$ cat src/rtl/ihc_pkg.sv
`timescale 1ns / 1ps
// ----------------------------------------------------------------------------
// ihc_pkg
// Types, codes and constants shared by the IPv4 receive header check.
// ----------------------------------------------------------------------------
package ihc_pkg;

   // header geometry
   localparam int HDR_BYTES        = 20;
   localparam int HDR_INDEX_WIDTH  = $clog2(HDR_BYTES);
   localparam int COUNT_WIDTH      = 16;
   localparam int SUM_WIDTH        = 21;

   // protocol constants
   localparam logic [15:0] ETHERTYPE_IPV4  = 16'h0800;
   localparam logic [15:0] FLAG_RESERVED   = 16'h8000;
   localparam logic [15:0] FRAG_BITS       = 16'h3FFF;
   localparam logic [7:0]  LOOPBACK_OCTET  = 8'd127;
   localparam logic [7:0]  MCAST_LOW       = 8'd224;
   localparam logic [7:0]  MCAST_HIGH      = 8'd239;
   localparam logic [31:0] ALL_ONES        = 32'hFFFF_FFFF;
   localparam logic [7:0]  PROTO_UDP       = 8'd17;
   localparam logic [3:0]  IP_VERSION      = 4'd4;
   localparam logic [3:0]  IHL_BASIC       = 4'd5;
   localparam logic [3:0]  NIBBLE_MASK     = 4'hF;
   localparam logic [15:0] SUM_GOOD        = 16'hFFFF;

   // mac destination kinds
   localparam logic [1:0] MAC_KIND_BROADCAST = 2'd1;
   localparam logic [1:0] MAC_KIND_UNICAST   = 2'd2;

   // configuration register indexes
   localparam int CSR_INDEX_WIDTH = 1;
   localparam int CSR_DATA_WIDTH  = 32;
   localparam logic [CSR_INDEX_WIDTH-1:0] CSR_LOCAL_ADDRESS = 1'd0;
   localparam logic [CSR_INDEX_WIDTH-1:0] CSR_IS_CONFIGURED = 1'd1;

   // verdict codes
   typedef enum logic [2:0] {
      VERDICT_LOCAL    = 3'd0,
      VERDICT_BCAST    = 3'd1,
      VERDICT_INVALID  = 3'd2,
      VERDICT_OPTIONS  = 3'd3,
      VERDICT_FRAGMENT = 3'd4,
      VERDICT_CHECKSUM = 3'd5,
      VERDICT_IGNORED  = 3'd6
   } verdict_type;

   typedef logic [HDR_BYTES-1:0][7:0] header_type;

   // one finished frame handed from front to back
   typedef struct packed {
      header_type              header;
      logic [COUNT_WIDTH-1:0]  length;
      logic [SUM_WIDTH-1:0]    sum;
      logic [15:0]             ether_type;
      logic [1:0]              mac_dest_kind;
      logic                    interface_match;
   } frame_type;

   // queue handshake between front and back
   typedef struct packed {
      logic push;
      logic pop;
   } queue_ctrl_type;

   typedef struct packed {
      logic full;
      logic empty;
   } queue_status_type;

   // configuration seen by the back end
   typedef struct packed {
      logic [31:0] local_address;
      logic        is_configured;
   } csr_type;

endpackage

$ cat src/rtl/ihc_if.sv
`timescale 1ns / 1ps
// ----------------------------------------------------------------------------
// ihc_req_if / ihc_rsp_if
// Valid/ready channels for payload bytes in and header verdicts out.
// ----------------------------------------------------------------------------
interface ihc_req_if;
   logic        valid;
   logic        ready;
   logic [7:0]  data_byte;
   logic        last;
   logic [15:0] ether_type;
   logic [1:0]  mac_dest_kind;
   logic        interface_match;

   modport source (output valid, data_byte, last, ether_type, mac_dest_kind,
                   interface_match, input ready);
   modport sink   (input valid, data_byte, last, ether_type, mac_dest_kind,
                   interface_match, output ready);
endinterface

interface ihc_rsp_if;
   logic        valid;
   logic        ready;
   logic [2:0]  verdict;
   logic [15:0] packet_length;
   logic [7:0]  protocol;
   logic [31:0] source_address;
   logic [31:0] dest_address;
   logic [15:0] ident;
   logic [7:0]  hop_limit;

   modport source (output valid, verdict, packet_length, protocol, source_address,
                   dest_address, ident, hop_limit, input ready);
   modport sink   (input valid, verdict, packet_length, protocol, source_address,
                   dest_address, ident, hop_limit, output ready);
endinterface

$ cat src/rtl/ihc_front.sv
`timescale 1ns / 1ps
// ----------------------------------------------------------------------------
// ihc_front
// Takes payload bytes, keeps the header bytes, running sum and byte count,
// and pushes a frame record into the queue on the last byte.
// ----------------------------------------------------------------------------
module ihc_front (
   input  logic                         clock,
   input  logic                         reset,
   ihc_req_if.sink                      req_chan,
   input  ihc_pkg::queue_status_type    queue_status,
   output logic                         queue_push,
   output ihc_pkg::frame_type           frame_out
);

   logic [ihc_pkg::COUNT_WIDTH-1:0] count_ff, count_in, count_inc;
   logic [ihc_pkg::SUM_WIDTH-1:0]   sum_ff, sum_in, sum_add;
   ihc_pkg::header_type             header_ff, header_in;
   logic                            in_header;
   logic                            accept;

   assign req_chan.ready = !queue_status.full;
   assign accept         = req_chan.valid && req_chan.ready;
   assign in_header      = count_ff < ihc_pkg::COUNT_WIDTH'(ihc_pkg::HDR_BYTES);

   // header bytes with the current byte dropped into place
   always_comb begin
      for (int i = 0; i < ihc_pkg::HDR_BYTES; i++) begin
         header_in[i] = (in_header && count_ff[ihc_pkg::HDR_INDEX_WIDTH-1:0] ==
                         ihc_pkg::HDR_INDEX_WIDTH'(i)) ? req_chan.data_byte : header_ff[i];
      end
   end

   // big-endian word sum: even bytes are high halves
   assign sum_add   = count_ff[0] ? ihc_pkg::SUM_WIDTH'(req_chan.data_byte)
                                  : ihc_pkg::SUM_WIDTH'({req_chan.data_byte, 8'h00});
   assign sum_in    = in_header ? sum_ff + sum_add : sum_ff;

   // saturating byte count
   assign count_inc = (count_ff == {ihc_pkg::COUNT_WIDTH{1'b1}}) ? count_ff
                      : count_ff + ihc_pkg::COUNT_WIDTH'(1);
   assign count_in  = count_inc;

   always_ff @(posedge clock) begin
      if (reset) begin
         count_ff <= '0;
         sum_ff   <= '0;
      end else if (accept) begin
         if (req_chan.last) begin
            count_ff <= '0;
            sum_ff   <= '0;
         end else begin
            count_ff <= count_in;
            sum_ff   <= sum_in;
         end
      end
   end

   always_ff @(posedge clock) begin
      if (accept) begin
         header_ff <= header_in;
      end
   end

   // frame record on the last transfer
   assign queue_push                = accept && req_chan.last;
   assign frame_out.header          = header_in;
   assign frame_out.length          = count_in;
   assign frame_out.sum             = sum_in;
   assign frame_out.ether_type      = req_chan.ether_type;
   assign frame_out.mac_dest_kind   = req_chan.mac_dest_kind;
   assign frame_out.interface_match = req_chan.interface_match;

endmodule

$ cat src/rtl/ihc_queue.sv
`timescale 1ns / 1ps
// ----------------------------------------------------------------------------
// ihc_queue
// Two-entry queue of frame records between front and back.
// ----------------------------------------------------------------------------
module ihc_queue (
   input  logic                         clock,
   input  logic                         reset,
   input  ihc_pkg::queue_ctrl_type      ctrl,
   input  ihc_pkg::frame_type           push_frame,
   output ihc_pkg::frame_type           head_frame,
   output ihc_pkg::queue_status_type    status
);

   ihc_pkg::frame_type entry_ff [2];
   logic               wr_ptr_ff, wr_ptr_in;
   logic               rd_ptr_ff, rd_ptr_in;
   logic [1:0]         fill_ff, fill_in;
   logic               do_push, do_pop;

   assign status.full  = fill_ff == 2'd2;
   assign status.empty = fill_ff == 2'd0;
   assign do_push      = ctrl.push && !status.full;
   assign do_pop       = ctrl.pop && !status.empty;

   assign wr_ptr_in = do_push ? !wr_ptr_ff : wr_ptr_ff;
   assign rd_ptr_in = do_pop  ? !rd_ptr_ff : rd_ptr_ff;

   // fill level
   always_comb begin
      fill_in = fill_ff;
      if (do_push && !do_pop) begin
         fill_in = fill_ff + 2'd1;
      end else if (do_pop && !do_push) begin
         fill_in = fill_ff - 2'd1;
      end
   end

   always_ff @(posedge clock) begin
      if (reset) begin
         wr_ptr_ff <= 1'b0;
         rd_ptr_ff <= 1'b0;
         fill_ff   <= 2'd0;
      end else begin
         wr_ptr_ff <= wr_ptr_in;
         rd_ptr_ff <= rd_ptr_in;
         fill_ff   <= fill_in;
      end
   end

   always_ff @(posedge clock) begin
      if (do_push) begin
         entry_ff[wr_ptr_ff] <= push_frame;
      end
   end

   assign head_frame = entry_ff[rd_ptr_ff];

endmodule

$ cat src/rtl/ihc_back.sv
`timescale 1ns / 1ps
// ----------------------------------------------------------------------------
// ihc_back
// Runs the header checks on the queue head and holds the verdict in an
// output register until the result transfer.
// ----------------------------------------------------------------------------
module ihc_back (
   input  logic                         clock,
   input  logic                         reset,
   input  ihc_pkg::frame_type           frame_in,
   input  ihc_pkg::queue_status_type    queue_status,
   input  ihc_pkg::csr_type             csr,
   output logic                         queue_pop,
   ihc_rsp_if.source                    rsp_chan
);

   ihc_pkg::verdict_type verdict_in, verdict_ff;
   logic                 rsp_valid_ff, rsp_valid_in;
   logic                 full_hdr;
   logic [3:0]           version, ihl;
   logic [15:0]          tlen, flags, ident;
   logic [7:0]           ttl, proto;
   logic [31:0]          src, dst;
   logic [16:0]          fold_once;
   logic [15:0]          fold_twice;
   logic                 src_unicast;
   logic                 class_bcast, class_local;
   logic [15:0]          tlen_ff, ident_ff;
   logic [7:0]           proto_ff, ttl_ff;
   logic [31:0]          src_ff, dst_ff;

   // header fields
   assign full_hdr = frame_in.length >= ihc_pkg::COUNT_WIDTH'(ihc_pkg::HDR_BYTES);
   assign version  = frame_in.header[0][7:4];
   assign ihl      = frame_in.header[0][3:0] & ihc_pkg::NIBBLE_MASK;
   assign tlen     = {frame_in.header[2], frame_in.header[3]};
   assign ident    = {frame_in.header[4], frame_in.header[5]};
   assign flags    = {frame_in.header[6], frame_in.header[7]};
   assign ttl      = frame_in.header[8];
   assign proto    = frame_in.header[9];
   assign src      = {frame_in.header[12], frame_in.header[13],
                      frame_in.header[14], frame_in.header[15]};
   assign dst      = {frame_in.header[16], frame_in.header[17],
                      frame_in.header[18], frame_in.header[19]};

   // end-around carry fold of the 21-bit sum
   assign fold_once  = 17'(frame_in.sum[15:0]) + 17'(frame_in.sum[20:16]);
   assign fold_twice = fold_once[15:0] + 16'(fold_once[16]);

   // source must be plain unicast
   assign src_unicast = !(src == '0 || src == ihc_pkg::ALL_ONES ||
                          src[31:24] == ihc_pkg::LOOPBACK_OCTET ||
                          (src[31:24] >= ihc_pkg::MCAST_LOW &&
                           src[31:24] <= ihc_pkg::MCAST_HIGH));

   assign class_bcast = frame_in.mac_dest_kind == ihc_pkg::MAC_KIND_BROADCAST &&
                        dst == ihc_pkg::ALL_ONES && proto == ihc_pkg::PROTO_UDP;
   assign class_local = csr.is_configured && frame_in.interface_match &&
                        frame_in.mac_dest_kind == ihc_pkg::MAC_KIND_UNICAST &&
                        dst == csr.local_address;

   // checks in priority order
   always_comb begin
      if (frame_in.ether_type != ihc_pkg::ETHERTYPE_IPV4 || !full_hdr) begin
         verdict_in = ihc_pkg::VERDICT_INVALID;
      end else if (version != ihc_pkg::IP_VERSION || ihl < ihc_pkg::IHL_BASIC) begin
         verdict_in = ihc_pkg::VERDICT_INVALID;
      end else if (ihl != ihc_pkg::IHL_BASIC) begin
         verdict_in = ihc_pkg::VERDICT_OPTIONS;
      end else if (tlen < 16'(ihc_pkg::HDR_BYTES) || tlen > frame_in.length ||
                   ttl == '0) begin
         verdict_in = ihc_pkg::VERDICT_INVALID;
      end else if ((flags & ihc_pkg::FLAG_RESERVED) != '0) begin
         verdict_in = ihc_pkg::VERDICT_INVALID;
      end else if ((flags & ihc_pkg::FRAG_BITS) != '0) begin
         verdict_in = ihc_pkg::VERDICT_FRAGMENT;
      end else if (fold_twice != ihc_pkg::SUM_GOOD) begin
         verdict_in = ihc_pkg::VERDICT_CHECKSUM;
      end else if (!class_bcast && !class_local) begin
         verdict_in = ihc_pkg::VERDICT_IGNORED;
      end else if (!src_unicast || (csr.is_configured && src == csr.local_address)) begin
         verdict_in = ihc_pkg::VERDICT_INVALID;
      end else if (class_bcast) begin
         verdict_in = ihc_pkg::VERDICT_BCAST;
      end else begin
         verdict_in = ihc_pkg::VERDICT_LOCAL;
      end
   end

   // output register: load when empty or being drained
   assign queue_pop    = !queue_status.empty && (!rsp_valid_ff || rsp_chan.ready);
   assign rsp_valid_in = queue_pop ? 1'b1 : (rsp_valid_ff && !rsp_chan.ready);

   always_ff @(posedge clock) begin
      if (reset) begin
         rsp_valid_ff <= 1'b0;
      end else begin
         rsp_valid_ff <= rsp_valid_in;
      end
   end

   always_ff @(posedge clock) begin
      if (queue_pop) begin
         verdict_ff <= verdict_in;
         tlen_ff    <= full_hdr ? tlen  : '0;
         proto_ff   <= full_hdr ? proto : '0;
         src_ff     <= full_hdr ? src   : '0;
         dst_ff     <= full_hdr ? dst   : '0;
         ident_ff   <= full_hdr ? ident : '0;
         ttl_ff     <= full_hdr ? ttl   : '0;
      end
   end

   assign rsp_chan.valid          = rsp_valid_ff;
   assign rsp_chan.verdict        = verdict_ff;
   assign rsp_chan.packet_length  = tlen_ff;
   assign rsp_chan.protocol       = proto_ff;
   assign rsp_chan.source_address = src_ff;
   assign rsp_chan.dest_address   = dst_ff;
   assign rsp_chan.ident          = ident_ff;
   assign rsp_chan.hop_limit      = ttl_ff;

endmodule

$ cat src/rtl/ipv4_rx_header_check.sv
`timescale 1ns / 1ps
// ----------------------------------------------------------------------------
// ipv4_rx_header_check
// Receive-side IPv4 header validation, checksum and address classification.
//
//   channel   direction  handshake       carries
//   req_chan  in         valid/ready     one payload byte plus frame side info
//   rsp_chan  out        valid/ready     one verdict and header fields a frame
//   csr_*     in         write enable    local address, configured flag
//
// One byte is taken every cycle; the front only stalls when the two-entry
// frame queue is full. The last byte transfer writes the queue, and the
// output register loads from the queue head while empty or being drained, so
// one frame a cycle retires unless the result stalls. Reset is synchronous and
// clears counts, sum, queue and output valid; no clearing pass. A stalled
// result holds its register while the front keeps taking bytes until the queue fills.
// ----------------------------------------------------------------------------
module ipv4_rx_header_check (
   input  logic                                  clock,
   input  logic                                  reset,
   ihc_req_if.sink                               req_chan,
   ihc_rsp_if.source                             rsp_chan,
   input  logic                                  csr_write_enable,
   input  logic [ihc_pkg::CSR_INDEX_WIDTH-1:0]   csr_index,
   input  logic [ihc_pkg::CSR_DATA_WIDTH-1:0]    csr_write_data
);

   logic [31:0]                  local_address_ff;
   logic                         is_configured_ff;
   ihc_pkg::csr_type             csr;
   ihc_pkg::queue_ctrl_type      queue_ctrl;
   ihc_pkg::queue_status_type    queue_status;
   ihc_pkg::frame_type           push_frame, head_frame;
   logic                         queue_push, queue_pop;

   // configuration registers
   always_ff @(posedge clock) begin
      if (reset) begin
         local_address_ff <= '0;
         is_configured_ff <= 1'b0;
      end else if (csr_write_enable) begin
         unique case (csr_index)
            ihc_pkg::CSR_LOCAL_ADDRESS: local_address_ff <= csr_write_data;
            ihc_pkg::CSR_IS_CONFIGURED: is_configured_ff <= csr_write_data[0];
            default: ;
         endcase
      end
   end

   assign csr.local_address = local_address_ff;
   assign csr.is_configured = is_configured_ff;

   assign queue_ctrl.push = queue_push;
   assign queue_ctrl.pop  = queue_pop;

   ihc_front u_front (
      .clock        (clock),
      .reset        (reset),
      .req_chan     (req_chan),
      .queue_status (queue_status),
      .queue_push   (queue_push),
      .frame_out    (push_frame)
   );

   ihc_queue u_queue (
      .clock      (clock),
      .reset      (reset),
      .ctrl       (queue_ctrl),
      .push_frame (push_frame),
      .head_frame (head_frame),
      .status     (queue_status)
   );

   ihc_back u_back (
      .clock        (clock),
      .reset        (reset),
      .frame_in     (head_frame),
      .queue_status (queue_status),
      .csr          (csr),
      .queue_pop    (queue_pop),
      .rsp_chan     (rsp_chan)
   );

endmodule

$ cat src/flat_wrapper.sv
// flat-port wrapper written by rule: the top's interface ports become plain ports
module ipv4_rx_header_check_flat 
  (clock, reset, csr_write_enable, csr_index, csr_write_data, req_chan_valid, req_chan_data_byte, req_chan_last, req_chan_ether_type, req_chan_mac_dest_kind, req_chan_interface_match, req_chan_ready, rsp_chan_valid, rsp_chan_verdict, rsp_chan_packet_length, rsp_chan_protocol, rsp_chan_source_address, rsp_chan_dest_address, rsp_chan_ident, rsp_chan_hop_limit, rsp_chan_ready);
  ihc_req_if req_chan_i ();
  ihc_rsp_if rsp_chan_i ();
  input  logic clock;
  input  logic reset;
  input  logic csr_write_enable;
  input  logic [ihc_pkg::CSR_INDEX_WIDTH-1:0] csr_index;
  input  logic [ihc_pkg::CSR_DATA_WIDTH-1:0] csr_write_data;
  input wire logic [$bits(req_chan_i.valid)-1:0] req_chan_valid;
  input wire logic [$bits(req_chan_i.data_byte)-1:0] req_chan_data_byte;
  input wire logic [$bits(req_chan_i.last)-1:0] req_chan_last;
  input wire logic [$bits(req_chan_i.ether_type)-1:0] req_chan_ether_type;
  input wire logic [$bits(req_chan_i.mac_dest_kind)-1:0] req_chan_mac_dest_kind;
  input wire logic [$bits(req_chan_i.interface_match)-1:0] req_chan_interface_match;
  output wire logic [$bits(req_chan_i.ready)-1:0] req_chan_ready;
  output wire logic [$bits(rsp_chan_i.valid)-1:0] rsp_chan_valid;
  output wire logic [$bits(rsp_chan_i.verdict)-1:0] rsp_chan_verdict;
  output wire logic [$bits(rsp_chan_i.packet_length)-1:0] rsp_chan_packet_length;
  output wire logic [$bits(rsp_chan_i.protocol)-1:0] rsp_chan_protocol;
  output wire logic [$bits(rsp_chan_i.source_address)-1:0] rsp_chan_source_address;
  output wire logic [$bits(rsp_chan_i.dest_address)-1:0] rsp_chan_dest_address;
  output wire logic [$bits(rsp_chan_i.ident)-1:0] rsp_chan_ident;
  output wire logic [$bits(rsp_chan_i.hop_limit)-1:0] rsp_chan_hop_limit;
  input wire logic [$bits(rsp_chan_i.ready)-1:0] rsp_chan_ready;
  assign req_chan_i.valid = req_chan_valid;
  assign req_chan_i.data_byte = req_chan_data_byte;
  assign req_chan_i.last = req_chan_last;
  assign req_chan_i.ether_type = req_chan_ether_type;
  assign req_chan_i.mac_dest_kind = req_chan_mac_dest_kind;
  assign req_chan_i.interface_match = req_chan_interface_match;
  assign req_chan_ready = req_chan_i.ready;
  assign rsp_chan_valid = rsp_chan_i.valid;
  assign rsp_chan_verdict = rsp_chan_i.verdict;
  assign rsp_chan_packet_length = rsp_chan_i.packet_length;
  assign rsp_chan_protocol = rsp_chan_i.protocol;
  assign rsp_chan_source_address = rsp_chan_i.source_address;
  assign rsp_chan_dest_address = rsp_chan_i.dest_address;
  assign rsp_chan_ident = rsp_chan_i.ident;
  assign rsp_chan_hop_limit = rsp_chan_i.hop_limit;
  assign rsp_chan_i.ready = rsp_chan_ready;
  ipv4_rx_header_check u_core (.clock(clock), .reset(reset), .req_chan(req_chan_i), .rsp_chan(rsp_chan_i), .csr_write_enable(csr_write_enable), .csr_index(csr_index), .csr_write_data(csr_write_data));
endmodule
$ cat config.mk
export PLATFORM = sky130hd
export DESIGN_NAME = ipv4_rx_header_check_flat
export DESIGN_NICKNAME = d
export VERILOG_FILES = /design/src/rtl/ihc_pkg.sv /design/src/rtl/ihc_if.sv /design/src/rtl/ihc_front.sv /design/src/rtl/ihc_queue.sv /design/src/rtl/ihc_back.sv /design/src/rtl/ipv4_rx_header_check.sv /design/src/flat_wrapper.sv
export SDC_FILE = /design/constraint.sdc
export NUM_CORES = 1
export LEC_CHECK = 0
export BUFFER_PORTS_ARGS = -buffer_cell sky130_fd_sc_hd__buf_2
export CAP_MARGIN = 10
export CORE_MARGIN = 1.5
export CORE_UTILIZATION = 60
export DETAILED_ROUTE_END_ITERATION = 16
export PLACE_DENSITY = 0.84
export SKIP_LAST_GASP = 1
export SLEW_MARGIN = 20
export SYNTH_ARGS = -nofsm -noshare
export SYNTH_HDL_FRONTEND = slang
export SYNTH_SLANG_ARGS = --single-unit
$ cat constraint.sdc
create_clock -name clock -period 18.27 [get_ports clock]
set_clock_uncertainty 0.15 [all_clocks]
set_input_delay 0.9135 -clock clock [delete_from_list [all_inputs] [get_ports clock]]
set_output_delay 0.9135 -clock clock [all_outputs]
set_load 0.005 [all_outputs]
Word-level counts from Yosys, hierarchy flattened
Memory sizes are Yosys's and may differ from the RTL's. A register that Yosys moved wholly into a read port is not among the register bits.
Index checks and enable logic that the tools add are counted.
W data, S select, Z words.
{ "op_classes": {"n_addsub": 6, "order_cmp": 7, "eq_ne": 33, "n_mux": 40, "n_bitwise": 1, "reduce_logical": 66} }
{ "op_table": {"columns": ["cell", "count"], "rows": [
  ["$mux W8", 20],
  ["$eq A32 B32 Y1", 2],
  ["$eq A32 B32 Y1 const B", 2],
  ["$mux W16", 3],
  ["$mux W21", 2],
  ["$eq A5 B4 Y1 const B", 8],
  ["$logic_and A1 B1 Y1", 36],
  ["$logic_not A32 Y1", 1],
  ["$lt A16 B5 Y1 const B", 2],
  ["$add A21 B16 Y21", 1],
  ["$eq A5 B3 Y1 const B", 4],
  ["$eq A5 B5 Y1 const B", 4],
  ["$add A16 B5 Y17", 1],
  ["$add A16 B1 Y16", 1],
  ["$add A16 B1 Y16 const B", 1],
  ["$eq A16 B16 Y1 const B", 1],
  ["$ge A16 B5 Y1 const B", 1],
  ["$gt A16 B16 Y1", 1],
  ["$ne A16 B12 Y1 const B", 1],
  ["$ne A16 B16 Y1 const B", 1],
  ["$reduce_bool A16 Y1", 1],
  ["$logic_not A1 Y1", 11],
  ["$eq A5 B2 Y1 const B", 2],
  ["$logic_or A1 B1 Y1", 9],
  ["22 further kinds", 37]
]} }
{ "word_totals": {"regBits": 350, "mem_bits_rw": 432, "in_bits": 66, "out_inout_bits": 117, "elab_cells": 190, "mem_count": 1} }
{ "memory_table": {"columns": ["name", "depth", "word_bits", "rd", "rd_ports_with_merged_regs", "wr", "line_no", "text"], "rows": [
  ["u_core.u_queue.entry_ff", 2, 216, 1, 1, 1, "ihc_queue.sv:15", "ihc_pkg::frame_type entry_ff [2];"]
]} }

Depth between registers and ports, before layout
{ "logic_depth": {"word_depth": 12, "depth_mapped": 23, "depth_no_buf": 16} }

Hierarchy
Synthesis repeated with hierarchy kept, for this count alone.
{ "hier_totals": {"hier_cells": 2213, "area_unflattened_um2": 34652.0} }
{ "by_module_without_submodules": {"columns": ["mod", "instances", "cells_each", "area_per_inst_um2", "seq_area_each_um2"], "rows": [
  ["ihc_queue", 1, 697, 16372.0, 13072.5],
  ["ihc_front", 1, 807, 10073.4, 5545.3],
  ["ihc_back", 1, 560, 6592.6, 3473.3],
  ["ipv4_rx_header_check", 1, 149, 1614.0, 660.6]
]} }

Worst setup path after synthesis
Ideal clock, no wire load.
{ "synth_timing": {"path_kind": "input port to flip-flop", "from": "in req_chan_valid", "to": "mem u_core.u_queue.entry_ff[0][0] (netlist name), enable pin", "setup_ns": 0.744, "arrival_ns": 13.533, "required_ns": 17.376, "slack_ns": 3.843, "cell_stages": 5, "n_path_buf": 1, "cell_sequence": "nand2_1 inv_1 clkbuf_1 nand2_1 nor2_1"} }
{ "synth_via": {"elab_chain_len": 5} }
{ "synth_lines": {"columns": ["element", "line_no", "text"], "rows": [
  ["start, declared", "flat_wrapper.sv:11", "input wire logic [$bits(req_chan_i.valid)-1:0] req_chan_valid;"],
  ["$logic_and A1 B1 Y1", "ihc_front.sv:23", "assign accept = req_chan.valid && req_chan.ready;"],
  ["named net u_core.u_front.accept", "ihc_front.sv:20", "logic accept;"],
  ["$logic_and A1 B1 Y1", "ihc_front.sv:66", "assign queue_push = accept && req_chan.last;"],
  ["$logic_and A1 B1 Y1", "ihc_queue.sv:23", "assign do_push = ctrl.push && !status.full;"],
  ["$mux W1", "ihc_queue.sv:52", "if (do_push) begin"],
  ["$mux W1 (not written as such)", "ihc_queue.sv:53", "entry_ff[wr_ptr_ff] <= push_frame;"],
  ["end, declared", "ihc_queue.sv:15", null]
]} }
The timed path passes the listed nets, and every way through them passes these cells.

==> metrics.txt <==
leakage 0.0110 uW; CTS buffer count 70; endpoints failing hold 0; Hold Buf Count CTS 0; Worst path max stage delay 0.83 ns; DR pass1 iterations 5; RSZ-0062 raised after global routing false; CP bufs+invs 2; Synth top area share 0.640; row count 81; antenna-violating nets left 0; Via Count 18100; share of synthesized registers carrying an async set or reset 0; CP Data Required Time 18.49 ns; total power approximately 4300 uW; Die X 225 um; startpoint types flop; worst r2r path cells 16; Congestion Overflow GR 0; Hold Slack 0.351 ns; die height 225 um; fillcell total 3147; CTS Buffer Depth 3; clock root buffer clkbuf_16; fin crit share 0.288; status finished, final reports clean; family of cells with the greatest summed delay on the critical path simple AND/OR/NAND/NOR gates; worst r2r dst u_core.u_back.rsp_chan.verdict[1]; area of placed instances 31200 sq um; Layout area overhead 12.5%; CTS tree yes; met3 Resource Use GR 0.0416; syn_nets 2155; first-pass GRT wire length around 100 mm; Cells after Synth 2042; Worst-Skew Late Latency 0.62 ns; initial core utilization 0.607; clk sinks 708; vias per cell 6.14; Sw Share 0.265; Pwr Density 128 nW/um^2; detailed placement HPWL 43.4 mm; WL/cell 22.7 um; Crit Path Class reg -> reg; Sequential Power Share 0.507; post-synthesis cell type count 68; layout cells sized above 1 0.204; hold path depth 1; gp weighted congestion 0.924; buffers added on ports about 180; Comb power frac 0.172; Setup Viol. Count Final 0; Slew Limit Fails 0; Worst Hold Launch req_chan_ether_type[15]; # diodes 0; # IOs 183; Slew @ Worst Pin between 1 and 1.5 ns; core box area approximately 50000 sq um; Ys Warns 0; Peak VDD IR 0.0876 mV; vias in the first global route 17800; worst path arrival time around 5.5 ns; fmax 190 MHz; Clock power frac 0.321; max-cap violations 0; synthesized area 29700 sq um; met2 Usage GRT 0.442; Final Instance Area 33400 sq um; post-CTS setup buffers 0; Seq/Total Area, Yosys 0.691; drt total wl 67.0 mm; initial antenna violation count 1; flip-flop and latch count after synthesis slightly above 700; worst reg2reg setup slack 13.01 ns; Slowest-stage cell, CP buf_4; area of the multi-input gates 8640 sq um; CTS clk-pin slew, worst paths 0.06 ns; GR Layer Usage met1 0.352; post-synth top area cell edfxtp_1; commonest non-fill, non-tap cell in the layout edfxtp_1; Synth Flop Type edfxtp_1; cells taking the most area after synthesis edfxtp_1 (64%), mux2_2 (5.7%), dfxtp_1 (5.1%); Max H-tree Level 3; setup tns final 0 ns; critical path cell sequence buf_4 -> mux2_2 -> ha_1 -> inv_1 -> fa_1 -> nor2b_1 -> o31a_1 -> o211ai_1 -> nor2_1 -> ha_1 -> nor3b_1 -> nor4bb_1 -> nor2b_1 -> o311ai_1 -> nor2_1 -> a21o_1; final worst path period need 5.26 ns; die area about 50000 sq um; Post-synth EDFFs 632; Worst Hold Class in -> reg; P_int 3140 uW; syn avg cell area 14.5 sq um; post_cts resized 0; GR peak layer met2; Final #Nets 2344; register area ~20000 sq um; GRT Util Overall 0.264; relative slew slack 0.236; critical path depth in cells 16; largest fanout on the critical path 68; commonest non-fill, non-tap cells in the layout edfxtp_1 (632), nor2_1 (186), buf_2 (182); initial DRC count 2014; largest net degree at the start of global routing 107; Psw around 1100 uW; CP Capture Type flop; DRC Markers 0; hold endpoint u_core.u_queue.entry_ff[0][18]
[sequential cells by signal (all words and copies together) (netlist names), 16 cells and up, named ones only]
signal,count
u_core.local_address_ff,32
u_core.u_back.rsp_chan.dest_address,32
u_core.u_back.rsp_chan.ident,16
u_core.u_back.rsp_chan.packet_length,16
u_core.u_back.rsp_chan.source_address,32
u_core.u_front.count_ff,16
u_core.u_front.header_ff,135
u_core.u_front.sum_ff,21
u_core.u_queue.entry_ff,382
[power groups by stage]
stage	sequential, uW	clock, uW	combinational, uW
after global placement	2190	0	698
after global routing	2180	1450	795
after CTS	2170	1380	732
after detailed placement	2200	0	727
final	2170	1370	734
after floorplan	2210	0	480
[worst max path at each step]
stage | endpoint | slack, ns
6_report | u_core.u_back.rsp_chan.verdict[1] | 13.01
5_1_grt | u_core.u_back.rsp_chan.verdict[1] | 12.62
4_1_cts | u_core.u_back.rsp_chan.verdict[1] | 13.03
3_5_place_dp | u_core.u_queue.entry_ff[1][34] | 12.92
3_3_place_gp | u_core.u_queue.entry_ff[1][178] | 13.01
2_1_floorplan | u_core.u_queue.entry_ff[0][0] | 3.84
[routing by layer]
layer  vias to the layer above  share of wire
met2                       879           0.50
met5                         -              0
met3                       125          0.080
met1                      9014           0.40
met4                         0          0.029
li1                       8077              -
[area by class of cell]
class                   instances  area share
repair buffers                204      0.0324
clock inverters                25     0.00600
flip-flops and latches        708       0.615
inverters                      30     0.00353
clock buffers                  99      0.0595
multi-input cells            1217       0.259
well taps                     664      0.0249
[kinds of logic (layout without fill, tap and decap cells)]
| kind of cell | count (synthesis) | count (layout) | share of synthesized area |
|---|---|---|---|
| XOR/XNOR | 106 | 106 | 0.0313 |
| adder cells (fa/ha/maj) | 47 | 47 | 0.0203 |
| AO/OA/AOI/OAI | 221 | 221 | 0.0475 |
| flip-flops | 708 | 708 | 0.691 |
| buffers and inverters | 117 | 358 | 0.0186 |
| multiplexers | 273 | 273 | 0.0988 |
| AND/OR/NAND/NOR | 570 | 570 | 0.0923 |
[metrics by stage]
| step | util | instances | worst slack (ns) |
|---|---|---|---|
| after CTS | 0.683 | 2947 | 13.03 |
| after detailed placement | 0.638 | 2823 | 12.92 |
| after global placement | 0.638 | 2823 | 13.01 |
| final | 0.683 | 2947 | 13.01 |
| after global routing | 0.683 | 2947 | 12.62 |
| after floorplan | - | 2042 | 3.84 |
[cell usage after synthesis (all sizes together), types with 7 or more instances]
cell type,n
a211oi,10
a21oi,80
a22oi,24
a31oi,11
and2,10
and3,10
buf,30
clkbuf,57
dfxtp,76
edfxtp,632
ha,45
inv,30
mux2,151
mux2i,122
nand2,147
nand3,35
nand4,34
nor2,190
nor2b,21
nor3,24
nor3b,7
nor4,41
nor4b,8
o21ai,46
o41a,7
or3,12
xnor2,57
xor2,49
(Power assumes the default switching activity.)
